## config.mk

```make
export PLATFORM = sky130hd
export DESIGN_NAME = sas_ctrl
export DESIGN_NICKNAME = d
export VERILOG_FILES = /design/src/rtl/core/sas_pkg.sv /design/src/rtl/core/sas_ctrl.sv
export SDC_FILE = /design/constraint.sdc
export NUM_CORES = 1
export LEC_CHECK = 0
export ABC_AREA = 1
export BUFFER_PORTS_ARGS = -buffer_cell sky130_fd_sc_hd__buf_2
export CORE_AREA = 2 2 39 41
export CTS_CLUSTER_DIAMETER = 200
export DETAILED_ROUTE_END_ITERATION = 10
export DIE_AREA = 0 0 41 43
export PLACE_DENSITY = 0.69
export SKIP_CTS_REPAIR_TIMING = 1
export SLEW_MARGIN = 10
export SYNTH_ARGS = -nofsm -noshare
export SYNTH_HDL_FRONTEND = slang
export SYNTH_SLANG_ARGS = --single-unit
```

## constraint.sdc

```tcl
create_clock -name clock -period 2.3 [get_ports clock]
set_input_delay 0.23 -clock clock [delete_from_list [all_inputs] [get_ports clock]]
set_output_delay 0.23 -clock clock [all_outputs]
set_load 0.05 [all_outputs]
```

## src/rtl/core/sas_pkg.sv

```systemverilog
package sas_pkg;

   localparam int MAX_PATTERN   = 64;
   localparam int SYMBOL_BITS   = 8;
   localparam int SYMBOL_COUNT  = 1 << SYMBOL_BITS;
   localparam int SYMBOL_PORT_W = 8;
   localparam int CNT_W         = $clog2(MAX_PATTERN + 1);
   localparam int LINE_AW       = (MAX_PATTERN > 1) ? $clog2(MAX_PATTERN) : 1;
   localparam int EQ_W          = $clog2(SYMBOL_COUNT + 1);

   typedef logic [1:0] func_type;

   localparam func_type FUNC_CLEAR   = 2'd0;
   localparam func_type FUNC_PATTERN = 2'd1;
   localparam func_type FUNC_TEXT    = 2'd2;
   localparam func_type FUNC_END     = 2'd3;

   typedef struct packed {
      logic load;
      logic clear;
      logic set_ovf;
      logic hist_rd;
      logic rd_old;
      logic hist_wr;
      logic op_pattern;
      logic op_down;
      logic line_rd;
      logic line_wr;
      logic line_fill;
      logic plen_inc;
      logic seen_inc;
      logic head_adv;
      logic hit_check;
      logic emit;
   } cmd_type;

   typedef struct packed {
      logic seen_zero;
      logic plen_zero;
      logic plen_full;
      logic filling;
      logic out_free;
   } status_type;

endpackage

```

## src/rtl/core/sas_ctrl.sv

```systemverilog
module sas_ctrl (
   input  logic                 clock,
   input  logic                 reset,
   input  logic                 req_valid,
   input  sas_pkg::func_type    req_func,
   output logic                 req_stall,
   input  sas_pkg::status_type  status,
   output sas_pkg::cmd_type     cmd
);
   import sas_pkg::*;

   localparam logic [3:0] S_IDLE    = 4'd0;
   localparam logic [3:0] S_PAT_RD  = 4'd1;
   localparam logic [3:0] S_PAT_WR  = 4'd2;
   localparam logic [3:0] S_LINE_RD = 4'd3;
   localparam logic [3:0] S_OLD_RD  = 4'd4;
   localparam logic [3:0] S_OLD_WR  = 4'd5;
   localparam logic [3:0] S_NEW_RD  = 4'd6;
   localparam logic [3:0] S_NEW_WR  = 4'd7;
   localparam logic [3:0] S_HIT     = 4'd8;
   localparam logic [3:0] S_EMIT    = 4'd9;

   logic [3:0] state_ff;
   logic [3:0] state_in;
   logic       accept;

   assign req_stall = (state_ff != S_IDLE);
   assign accept    = req_valid && (state_ff == S_IDLE);

   always_comb begin
      cmd      = '0;
      state_in = state_ff;
      case (state_ff)
         S_IDLE: begin
            if (accept) begin
               cmd.load = 1'b1;
               case (req_func)
                  FUNC_CLEAR: begin
                     cmd.clear = 1'b1;
                  end
                  FUNC_PATTERN: begin
                     if (status.seen_zero) begin
                        if (status.plen_full) begin
                           cmd.set_ovf = 1'b1;
                        end else begin
                           state_in = S_PAT_RD;
                        end
                     end
                  end
                  FUNC_TEXT: begin
                     if (status.plen_zero) begin
                        state_in = S_HIT;
                     end else if (status.filling) begin
                        state_in = S_NEW_RD;
                     end else begin
                        state_in = S_LINE_RD;
                     end
                  end
                  FUNC_END: begin
                     state_in = S_EMIT;
                  end
                  default: begin
                     state_in = S_IDLE;
                  end
               endcase
            end
         end
         S_PAT_RD: begin
            cmd.hist_rd = 1'b1;
            state_in    = S_PAT_WR;
         end
         S_PAT_WR: begin
            cmd.hist_wr    = 1'b1;
            cmd.op_pattern = 1'b1;
            cmd.plen_inc   = 1'b1;
            state_in       = S_IDLE;
         end
         S_LINE_RD: begin
            cmd.line_rd = 1'b1;
            state_in    = S_OLD_RD;
         end
         S_OLD_RD: begin
            cmd.hist_rd = 1'b1;
            cmd.rd_old  = 1'b1;
            state_in    = S_OLD_WR;
         end
         S_OLD_WR: begin
            cmd.hist_wr = 1'b1;
            cmd.op_down = 1'b1;
            cmd.line_wr = 1'b1;
            state_in    = S_NEW_RD;
         end
         S_NEW_RD: begin
            cmd.hist_rd = 1'b1;
            if (status.filling) begin
               cmd.line_wr   = 1'b1;
               cmd.line_fill = 1'b1;
            end else begin
               cmd.head_adv = 1'b1;
            end
            state_in = S_NEW_WR;
         end
         S_NEW_WR: begin
            cmd.hist_wr  = 1'b1;
            cmd.seen_inc = status.filling;
            state_in     = S_HIT;
         end
         S_HIT: begin
            cmd.hit_check = 1'b1;
            state_in      = S_IDLE;
         end
         S_EMIT: begin
            if (status.out_free) begin
               cmd.emit = 1'b1;
               state_in = S_IDLE;
            end
         end
         default: begin
            state_in = S_IDLE;
         end
      endcase
   end

   always_ff @(posedge clock) begin
      if (reset) begin
         state_ff <= S_IDLE;
      end else begin
         state_ff <= state_in;
      end
   end

endmodule

```

### Word level (Yosys, flattened, before mapping)

Index checks and enable logic that the tools add are counted.

* bits in registers: 4
* bits in latches: 0
* RAM bits: 0
* memory bits (read-only): 0
* input bits: 10
* output and inout port bits: 17
* logic and storage cells: 54
* memories: 0

* add/subtract/negate cells: 0
* multipliers: 0
* div/mod/pow operators: 0
* order comparisons: 0
* equality and inequality tests: 17
* shift operators: 0
* mux-type cells: 29
* bitwise logic cells: 0
* reduce and logical (&&, ||, !) cells: 7

Operators with widths (count)
* 4-bit one-hot mux with 8 select lines: 1
* 4-bit 2-to-1 mux: 5
* 1-bit 2-to-1 mux: 17
* 4-bit by 3-bit == test with 1-bit output (second input constant): 4
* 4-bit one-hot mux with 3 select lines: 1
* 3-bit 2-to-1 mux: 3
* 4-bit by 2-bit == test with 1-bit output (second input constant): 2
* 4-bit == test (second input constant): 2
* 3-bit != test (second input constant): 2
* 3-bit OR reduction: 2
* 5-bit AND reduction: 1
* 2-bit == test (second input constant): 2
* 4-bit by 1-bit == test with 1-bit output (second input constant): 1
* 4-bit zero test: 1
* 2-bit != test (second input constant): 2
* 4-bit by 1-bit != test with 1-bit output (second input constant): 1
* 4-bit nonzero test: 1
* 2-bit by 1-bit == test with 1-bit output (second input constant): 1
* 2-bit zero test: 1
* 2-bit 2-to-1 mux: 1
* 1-bit one-hot mux with 2 select lines: 1
* 1-bit logical AND: 1

### Longest topological paths before layout

Gate-level depths: netlist of the first run.

* depth after elaboration: 5
* gate-level depth with buffers: 9
* gate-level depth less buffers: 9

### Worst setup path before layout of the first run

No wires, ideal clock.

* kind: reg2out
* from: register state_ff[2]
* to: output port cmd[6] in the netlist's numbering
* data arrival time: 1.741 ns
* required time: 2.070 ns
* setup slack: 0.329 ns
* stages on the path, launching flop included: 5
* path buffers: 0
* cells stage by stage: dfxtp_1 nand2_1 inv_2 nand2_1 o21ai_0

RTL lines
* from (decl): line sas_ctrl.sv:23 `logic [3:0] state_ff;`
* from (signal assigned): line sas_ctrl.sv:128 `state_ff <= state_in;`
* to (decl): line sas_ctrl.sv:8 `output sas_pkg::cmd_type cmd`

==> reports/results.ini, run 1 <==
[finish]
fill_cells=157
antenna_cells=0
num-nets-final=130
largest-register=state_ff
drive_gt1_frac=0.363
largest_reg_flops=4
regArea_um2=80.1
syn_to_final_growth_pct=33.2
top_regs=state_ff x4
multiInputGateArea_um2=335

[drt]
vias_per_cell=4.24
vias=547
drt_iter0_markers=3
drc=0
first_pass_iters=3
drt_wl_total_um=1040
antenna_left=0
wire_per_inst_um=8.07

[logic_synthesis]
yosysUniqueCellTypes=18
async_flop_share=0
ys_ff_latch=4
synthFlopType=dfxtp_1
synth.area.top_cells=dfxtp_1 16%, ha_1 13%, inv_1 12%
synth-seq-area-share=0.161
syn_avg_cell_area_um2=5.84
yosysTopAreaCellShare=0.161
synth-edff-count=0
syn_area_um2=497
postSynthCellCount=85
synthTopCellsByCount=16 x inv_1, 16 x nand2_1, 13 x nor2_1
syn_nets=100
ys_warn_count=0
synth_top_area_cell=dfxtp_1

[outcome]
status=finished clean

[critical_path]
reg2reg_from=state_ff[0]
r2r_slack_ns=1.13
critPathMaxFanout=4
critPathLaunch=state_ff[3]
crit_arrival_ns=1.40
endpoint_kind=primary output
crit_path_start_kind=flop
required_ns=2.07
path_class=reg2out
rr_endpoint=state_ff[2]
r2r_cells=7

[sta]
relSlewSlack=0.831
finalSetupViolations=0
finalCriticalPeriod_ns=1.63
fin_ws_ns=0.673
clock_skew_ns=0.00296
finalCritPeriodShare=0.707
tns_ns=0
max_freq_mhz=615
hold_viol=0
rsz0062_at_grt=false
slew_violations=0
tightest_slew_ns=0.255

[hold_path]
hold_path_depth=2
hp-class=in2reg
hold_end=state_ff[1]
hp-start=reset

[placement]
hpwl_um=936
port_buffers=26
place_congestion=0.746
dp_worst_setup_slack_ns=0.915

[power_and_ir_drop]
power_density_nw_per_um2=597
pwr-share-clk=0.218
p_switching_uw=200
power_frac_seq=0.214
p_int_uw=196
p_total_uw=395
p_comb_frac=0.568
irDropWorstVdd_mv=0.294
power_leakage_uw=0.000421
switching_share=0.505

[floorplan]
fp.dieArea_um2=1760
die_h_um=43
io_pins=27
start_util=0.359
dieWidth_um=41
core_area_um2=1380
core.rowCount=14

[global_route]
grt_max_degree=6
grt_pass1_wl_um=1680
grt_remaining_overflow=0
first_global_vias=443
antenna_found_initial=0
grtUsageTotal=0.136

[clock_network]
cts-root-buf=clkbuf_4
ctsLongestPathBuffers=2
clk_pin_slew_worst_paths_ns=0.03
clock-sinks=4
clkLatencyLatePin_ns=0.23
htree_levels=1
cts_tree=built
numCtsBuffers=3

[run]
maxCapViolations=0

==> logic make-up (layout without fill, tap and decap cells) <==
family | count (synthesis) | after routing | synth area share
AO/OA/AOI/OAI | 8 | 8 | 0.0856
adder cells (fa/ha/maj) | 5 | 5 | 0.126
buffers and inverters | 20 | 48 | 0.164
flip-flops | 4 | 4 | 0.161
AND/OR/NAND/NOR | 48 | 48 | 0.463
==> how the worst max path moves through the flow <==
stage | slack, ns | to
2_1_floorplan | 0.33 | cmd[6]
3_3_place_gp | 0.95 | cmd[13]
3_5_place_dp | 0.91 | cmd[13]
4_1_cts | 0.66 | cmd[14]
5_1_grt | 0.48 | cmd[14]
6_report | 0.67 | cmd[14]
==> layer usage <==
layer  wire length (um)  vias up  global-route usage
met4                 21        0              0.0600
li1                   -      314                   -
met5                  0        -                   0
met1                487      217               0.180
met2                481       14               0.219
met3                 51        2                   0
==> cell usage in the layout (no fill, tap or decap) <==
master / netlist / routed
nor2_2: 3 / 3
nor3_1: 4 / 4
ha_1: 5 / 5
inv_2: 2 / 2
inv_4: 1 / 1
nand2_1: 16 / 16
inv_1: 16 / 16
buf_2: 0 / 26
o21a_1: 1 / 1
nand3_2: 1 / 1
clkbuf_4: 0 / 3
a21oi_1: 3 / 3
nor3b_2: 1 / 1
o21ai_0: 4 / 4
nand2_4: 1 / 1
dfxtp_1: 4 / 4
nand2_2: 3 / 3
nor2_1: 13 / 13
nand3_1: 6 / 6
==> power by group through the flow <==
| stage | combinational, uW | clock, uW | sequential [uW] |
|---|---|---|---|
| after floorplan | 182 | 0 | 84.4 |
| after global placement | 224 | 0 | 85.5 |
| after detailed placement | 227 | 0 | 85.7 |
| after CTS | 228 | 89.9 | 84.6 |
| after global routing | 248 | 90.0 | 86.0 |
| final | 225 | 86.1 | 84.8 |
==> cell type report <==
cell class / instances / share of cell area
multi-input combinational: 61 / 0.507
timing repair buffer: 26 / 0.197
sequential: 4 / 0.121
inverter: 19 / 0.112
clock buffer: 3 / 0.0340
tap: 16 / 0.0302
==> per-stage QoR <==
step | util | instances | area, um^2 | hold slack (ns)
floorplan | - | 85 | 497 | 0.300
global placement | 0.462 | 126 | 639 | 0.443
detailed placement | 0.462 | 126 | 639 | 0.448
CTS | 0.478 | 129 | 662 | 0.203
global route | 0.478 | 129 | 662 | 0.220
finish | 0.478 | 129 | 662 | 0.208
==> critical path, cell delays in order (launching register included) <==
cell	delay, ns
dfxtp_1	0.33
nor2_2	0.20
nand2_2	0.11
inv_4	0.09
nand2_1	0.08
nor2_1	0.09
buf_2	0.26
No activity file was read; power rests on OpenSTA's default activity.
==> inputs of run 2 (changes only) <==
clock period = 1.7 ns   (was 2.3 ns; I/O delays follow)
==> reports/results.ini, run 2 (synthesis results as in run 1) <==
[clock_network]
clkLatencyLatePin_ns=0.23  ; about the same
clock-sinks=4  ; unchanged
ctsLongestPathBuffers=2  ; unchanged
cts-root-buf=clkbuf_4  ; unchanged
cts_tree=built  ; unchanged
htree_levels=1  ; unchanged
numCtsBuffers=3  ; unchanged
clk_pin_slew_worst_paths_ns=0.04  ; was 0.03 ns

[global_route]
antenna_found_initial=0  ; unchanged
grtUsageTotal=0.130  ; was 0.136
grt_pass1_wl_um=1610  ; was 1680 um
first_global_vias=441  ; was 443
grt_remaining_overflow=0  ; unchanged
grt_max_degree=6  ; unchanged

[finish]
fin_area_um2=667  ; was 662 um^2
mostFrequentLayoutCell=buf_2  ; unchanged
mostFrequentLayoutCells=26 x buf_2, 16 x inv_1, 16 x nand2_1  ; unchanged
num-nets-final=130  ; unchanged
largest_reg_flops=4  ; unchanged
drive_gt1_frac=0.372  ; was 0.363
largest-register=state_ff  ; unchanged
fill_cells=161  ; was 157
top_regs=state_ff x4  ; unchanged
syn_to_final_growth_pct=34.3  ; was 33.2%
antenna_cells=0  ; unchanged

[sta]
relSlewSlack=0.832  ; was 0.831
fin_ws_ns=0.160  ; was 0.673 ns
tightest_slew_ns=0.254  ; was 0.255 ns
hold_viol=0  ; unchanged
max_freq_mhz=649
finalSetupViolations=0  ; unchanged
clock_skew_ns=0.00501  ; was 0.00296 ns
finalCritPeriodShare=0.906
rsz0062_at_grt=false  ; unchanged
slew_violations=0  ; unchanged
finalCriticalPeriod_ns=1.54

[critical_path]
critPathLaunch=state_ff[3]  ; unchanged
required_ns=1.53  ; was 2.07 ns
cp.buffers_inverters=2  ; unchanged
crit_cells=6  ; unchanged
slowest_stage=dfxtp_1  ; unchanged
r2r_cells=7  ; unchanged
path_delay_family=simple AND/OR/NAND/NOR gates  ; unchanged
reg2reg_from=state_ff[0]  ; unchanged
r2r_slack_ns=0.53  ; was 1.13 ns
rr_endpoint=state_ff[2]  ; unchanged
path_class=reg2out  ; unchanged
crit_arrival_ns=1.37  ; was 1.40 ns
setup.worst_path.end=cmd[14]  ; unchanged
crit_path_start_kind=flop  ; unchanged
path_cells=nor2_2, nand2_2, inv_4, nand2_1, nor2_1, buf_2  ; unchanged
crit_path_max_incr_delay_ns=0.33  ; about the same
endpoint_kind=primary output  ; unchanged
critPathMaxFanout=4  ; unchanged

[run]
maxCapViolations=0  ; unchanged

[power_and_ir_drop]
power_density_nw_per_um2=799  ; was 597 nW/um^2
power_leakage_uw=0.000425  ; was 0.000421 uW
irDropWorstVdd_mv=0.395  ; was 0.294 mV

[floorplan]
die_h_um=43  ; unchanged
core.rowCount=14  ; unchanged
fp.dieArea_um2=1760  ; unchanged
start_util=0.359  ; unchanged
core_area_um2=1380  ; unchanged
dieWidth_um=41  ; unchanged
io_pins=27  ; unchanged

[drt]
dr_wl_met3_um=48  ; was 51 um
wire_per_inst_um=7.72  ; was 8.07 um
highest_layer=met3  ; was met4
antenna_left=0  ; unchanged
drc=0  ; unchanged
vias=561  ; was 547
wl_met2_um=501  ; was 481 um
drt_iter0_markers=3  ; unchanged
drt_wl_total_um=996  ; was 1040 um
vias_per_cell=4.35  ; was 4.24
first_pass_iters=4  ; was 3
drt-met1-wl_um=446  ; was 487 um

[placement]
hpwl_um=893  ; was 936 um
dp_worst_setup_slack_ns=0.385  ; was 0.915 ns
place_congestion=0.732  ; was 0.746
placed_area_um2=644  ; was 639 um^2
port_buffers=26  ; unchanged

[hold_path]
hp-class=in2reg  ; unchanged

[outcome]
status=finished clean  ; unchanged

==> run 2: cell types whose count changed in the layout (fill, tap and decap cells not counted) <==
| cell | change |
|---|---|
| o21ai_1 | +2 |
| nor3_1 | -1 |
| nor3_2 | +1 |
| o21ai_0 | -2 |
==> run 2: layer usage <==
| metal | vias to the layer above | global-route usage |
|---|---|---|
| li1 | 315 | - |
| met1 | 233 | 0.177 |
| met2 | 13 | 0.194 |
| met3 | 0 | 0 |
| met4 | 0 | 0.0800 |
| met5 | - | 0 |
==> run 2: final cells by class <==
type	count	area [um^2]	share of cell area
Sequential cell	4	80.1	0.120
Tap cell	16	20.0	0.0300
Inverter	19	73.8	0.111
Timing Repair Buffer	26	130	0.195
Multi-Input combinational cell	61	340	0.510
Clock buffer	3	22.5	0.0338
==> run 2: where the power goes <==
part,internal [uW],total (uW),leakage [uW],switching [uW]
registers,104,115,0.0000326,11.0
clock network,78.7,114,0.0000138,35.5
logic,82.3,303,0.000379,221
total,265,533,0.000425,268
==> run 2: stage by stage <==
| stage | util | TNS (ns) | power, uW | hold WS [ns] | std cells |
|---|---|---|---|---|---|
| floorplan | - | -0.173 | 361 | 0.240 | 85 |
| CTS | 0.482 | 0 | 541 | 0.141 | 129 |
| finish | 0.482 | 0 | 533 | 0.150 | 129 |
| global placement | 0.466 | 0 | 421 | 0.386 | 126 |
| global route | 0.482 | 0 | 570 | 0.149 | 129 |
| detailed placement | 0.466 | 0 | 422 | 0.386 | 126 |
==> run 2: how the worst min path moves through the flow <==
stage	from	to	cells past startpoint	slack, ns
floorplan	reset	state_ff[1]	1	0.24
global placement	reset	state_ff[1]	2	0.39
detailed placement	reset	state_ff[1]	2	0.39
CTS	reset	state_ff[1]	2	0.14
global route	reset	state_ff[1]	2	0.15
finish	reset	state_ff[1]	2	0.15
==> inputs of run 3 (changes only) <==
BUFFER_PORTS_ARGS = not set   (was -buffer_cell sky130_fd_sc_hd__buf_2)
DONT_BUFFER_PORTS = 1   (was not set)
PLACE_DENSITY = not set   (was 0.69)
==> reports/results.ini, run 3 (synthesis results as in run 1) <==
[outcome]
status=finished clean  ; unchanged

[sta]
hold_viol=0  ; unchanged
hold_ws_ns=0.0108  ; was 0.150 ns
slew_violations=0  ; unchanged
finalSetupViolations=0  ; unchanged
finalCriticalPeriod_ns=1.48  ; was 1.54 ns
finalCritPeriodShare=0.871  ; was 0.906
relSlewSlack=0.694  ; was 0.832
clock_skew_ns=0.00311  ; was 0.00501 ns
max_freq_mhz=675  ; was 649 MHz
rsz0062_at_grt=false  ; unchanged
tightest_slew_ns=0.458  ; was 0.254 ns
tns_ns=0  ; unchanged

[global_route]
grt_remaining_overflow=0  ; unchanged
grtUsageTotal=0.145  ; was 0.130
first_global_vias=477  ; was 441
grt_max_degree=6  ; unchanged
antenna_found_initial=0  ; unchanged
grt_pass1_wl_um=1800  ; was 1610 um

[floorplan]
io_pins=27  ; unchanged
fp.dieArea_um2=1760  ; unchanged
core_area_um2=1380  ; unchanged
die_h_um=43  ; unchanged
core.rowCount=14  ; unchanged
start_util=0.359  ; unchanged
dieWidth_um=41  ; unchanged

[drt]
wire_per_inst_um=8.84  ; was 7.72 um
first_pass_iters=2  ; was 4
drt_iter0_markers=2  ; was 3
vias_per_cell=4.50  ; was 4.35
vias=527  ; was 561
antenna_left=0  ; unchanged
drc=0  ; unchanged
drt_wl_total_um=1030  ; was 996 um

[power_and_ir_drop]
p_comb_frac=0.569  ; about the same
p_total_uw=524  ; was 533 uW
power_frac_seq=0.220  ; was 0.216
p_switching_uw=258  ; was 268 uW
irDropWorstVdd_mv=0.373  ; was 0.395 mV
switching_share=0.493  ; was 0.502
p_int_uw=266  ; was 265 uW
pwr-share-clk=0.211  ; was 0.215
power_density_nw_per_um2=817  ; was 799 nW/um^2
power_leakage_uw=0.000373  ; was 0.000425 uW

[critical_path]
crit_path_max_incr_delay_ns=0.33  ; about the same
critPathMaxFanout=4  ; unchanged
required_ns=1.53  ; about the same
crit_arrival_ns=1.31  ; was 1.37 ns
slowest_stage=dfxtp_1  ; unchanged
crit_path_start_kind=flop  ; unchanged
critPathMostFrequentCell=nor2_1
endpoint_kind=primary output  ; unchanged
path_class=reg2out  ; unchanged
r2r_cells=6  ; was 7
r2r_slack_ns=0.46  ; was 0.53 ns
rr_endpoint=state_ff[3]  ; was state_ff[2]
path_delay_family=simple AND/OR/NAND/NOR gates  ; unchanged
cp.buffers_inverters=2  ; unchanged
path_cells=nor2_1, nand2_2, inv_4, nand2_1, nor2_1, buf_4  ; was nor2_2, nand2_2, inv_4, nand2_1, nor2_1, buf_2
reg2reg_from=state_ff[0]  ; unchanged

[finish]
fill_cells=155  ; was 161
largest-register=state_ff  ; unchanged
top_regs=state_ff x4  ; unchanged
syn_to_final_growth_pct=29.2  ; was 34.3%
num-nets-final=118  ; was 130
mostFrequentLayoutCells=16 x inv_1, 16 x nand2_1, 14 x buf_4  ; was 26 x buf_2, 16 x inv_1, 16 x nand2_1
largest_reg_flops=4  ; unchanged
antenna_cells=0  ; unchanged
drive_gt1_frac=0.297  ; was 0.372

[hold_path]
hold_end=state_ff[3]  ; was state_ff[1]
hp-class=in2reg  ; unchanged
hp-start=reset  ; unchanged
hold_path_depth=1  ; was 2

[clock_network]
cts-root-buf=clkbuf_4  ; unchanged
cts_tree=built  ; unchanged
clk_pin_slew_worst_paths_ns=0.04  ; about the same
htree_levels=1  ; unchanged
clock-sinks=4  ; unchanged
ctsLongestPathBuffers=2  ; unchanged
clkLatencyLatePin_ns=0.23  ; about the same
numCtsBuffers=3  ; unchanged

[placement]
hpwl_um=955  ; was 893 um
place_congestion=0.753  ; was 0.732
port_buffers=0  ; was 26

[run]
maxCapViolations=0  ; unchanged

run 3: cell types whose count changed in the layout (fill, tap and decap cells not counted), sizes merged:
cell	delta
buf	-12
run 3: worst max-delay path by stage:
stage,from,endpoint,depth (start not counted)
after floorplan,state_ff[3],cmd[13],5
after detailed placement,state_ff[3],state_ff[3],6
after CTS,state_ff[3],cmd[13],6
after global routing,state_ff[3],cmd[13],6
after global placement,state_ff[3],cmd[13],6
final,state_ff[0],cmd[13],6
run 3: power by group through the flow:
stage | sequential, uW | clock, uW | combinational, uW
final | 115 | 111 | 298
after global routing | 116 | 121 | 328
after CTS | 115 | 117 | 302
after detailed placement | 117 | 0 | 301
after global placement | 116 | 0 | 300
after floorplan | 115 | 0 | 247
run 3: per-layer routing:
metal,wire length [um],share of wire,vias up,track usage
met1,417,0.40,221,0.183
li1,-,-,291,-
met5,0,0,-,0
met2,542,0.52,15,0.231
met4,0,0,0,0.0800
met3,74,0.072,0,0.00524
run 3: metrics by stage:
stage	util	std cells	worst slack (ns)	cell area [um^2]
6_report	0.464	117	0.219	642
3_3_place_gp	0.448	114	0.473	619
2_1_floorplan	-	85	-0.0863	502
5_1_grt	0.464	117	0.0317	642
4_1_cts	0.464	117	0.205	642
3_5_place_dp	0.448	114	0.441	619
run 3: cell type report:
type | instances | area, um^2 | share of cell area
clock buffers | 3 | 22.5 | 0.0351
inverters | 19 | 73.8 | 0.115
repair buffers | 14 | 105 | 0.164
well taps | 16 | 20.0 | 0.0312
multi-input cells | 61 | 340 | 0.530
flip-flops and latches | 4 | 80.1 | 0.125
run 3: worst register-to-register path: cells and delay by family, from the launching register on:
| family | cells | cell delay [ns] |
|---|---|---|
| AO/OA/AOI/OAI | 2 | 0.28 |
| buffers and inverters | 1 | 0.21 |
| flip-flops | 1 | 0.33 |
| AND/OR/NAND/NOR | 3 | 0.37 |
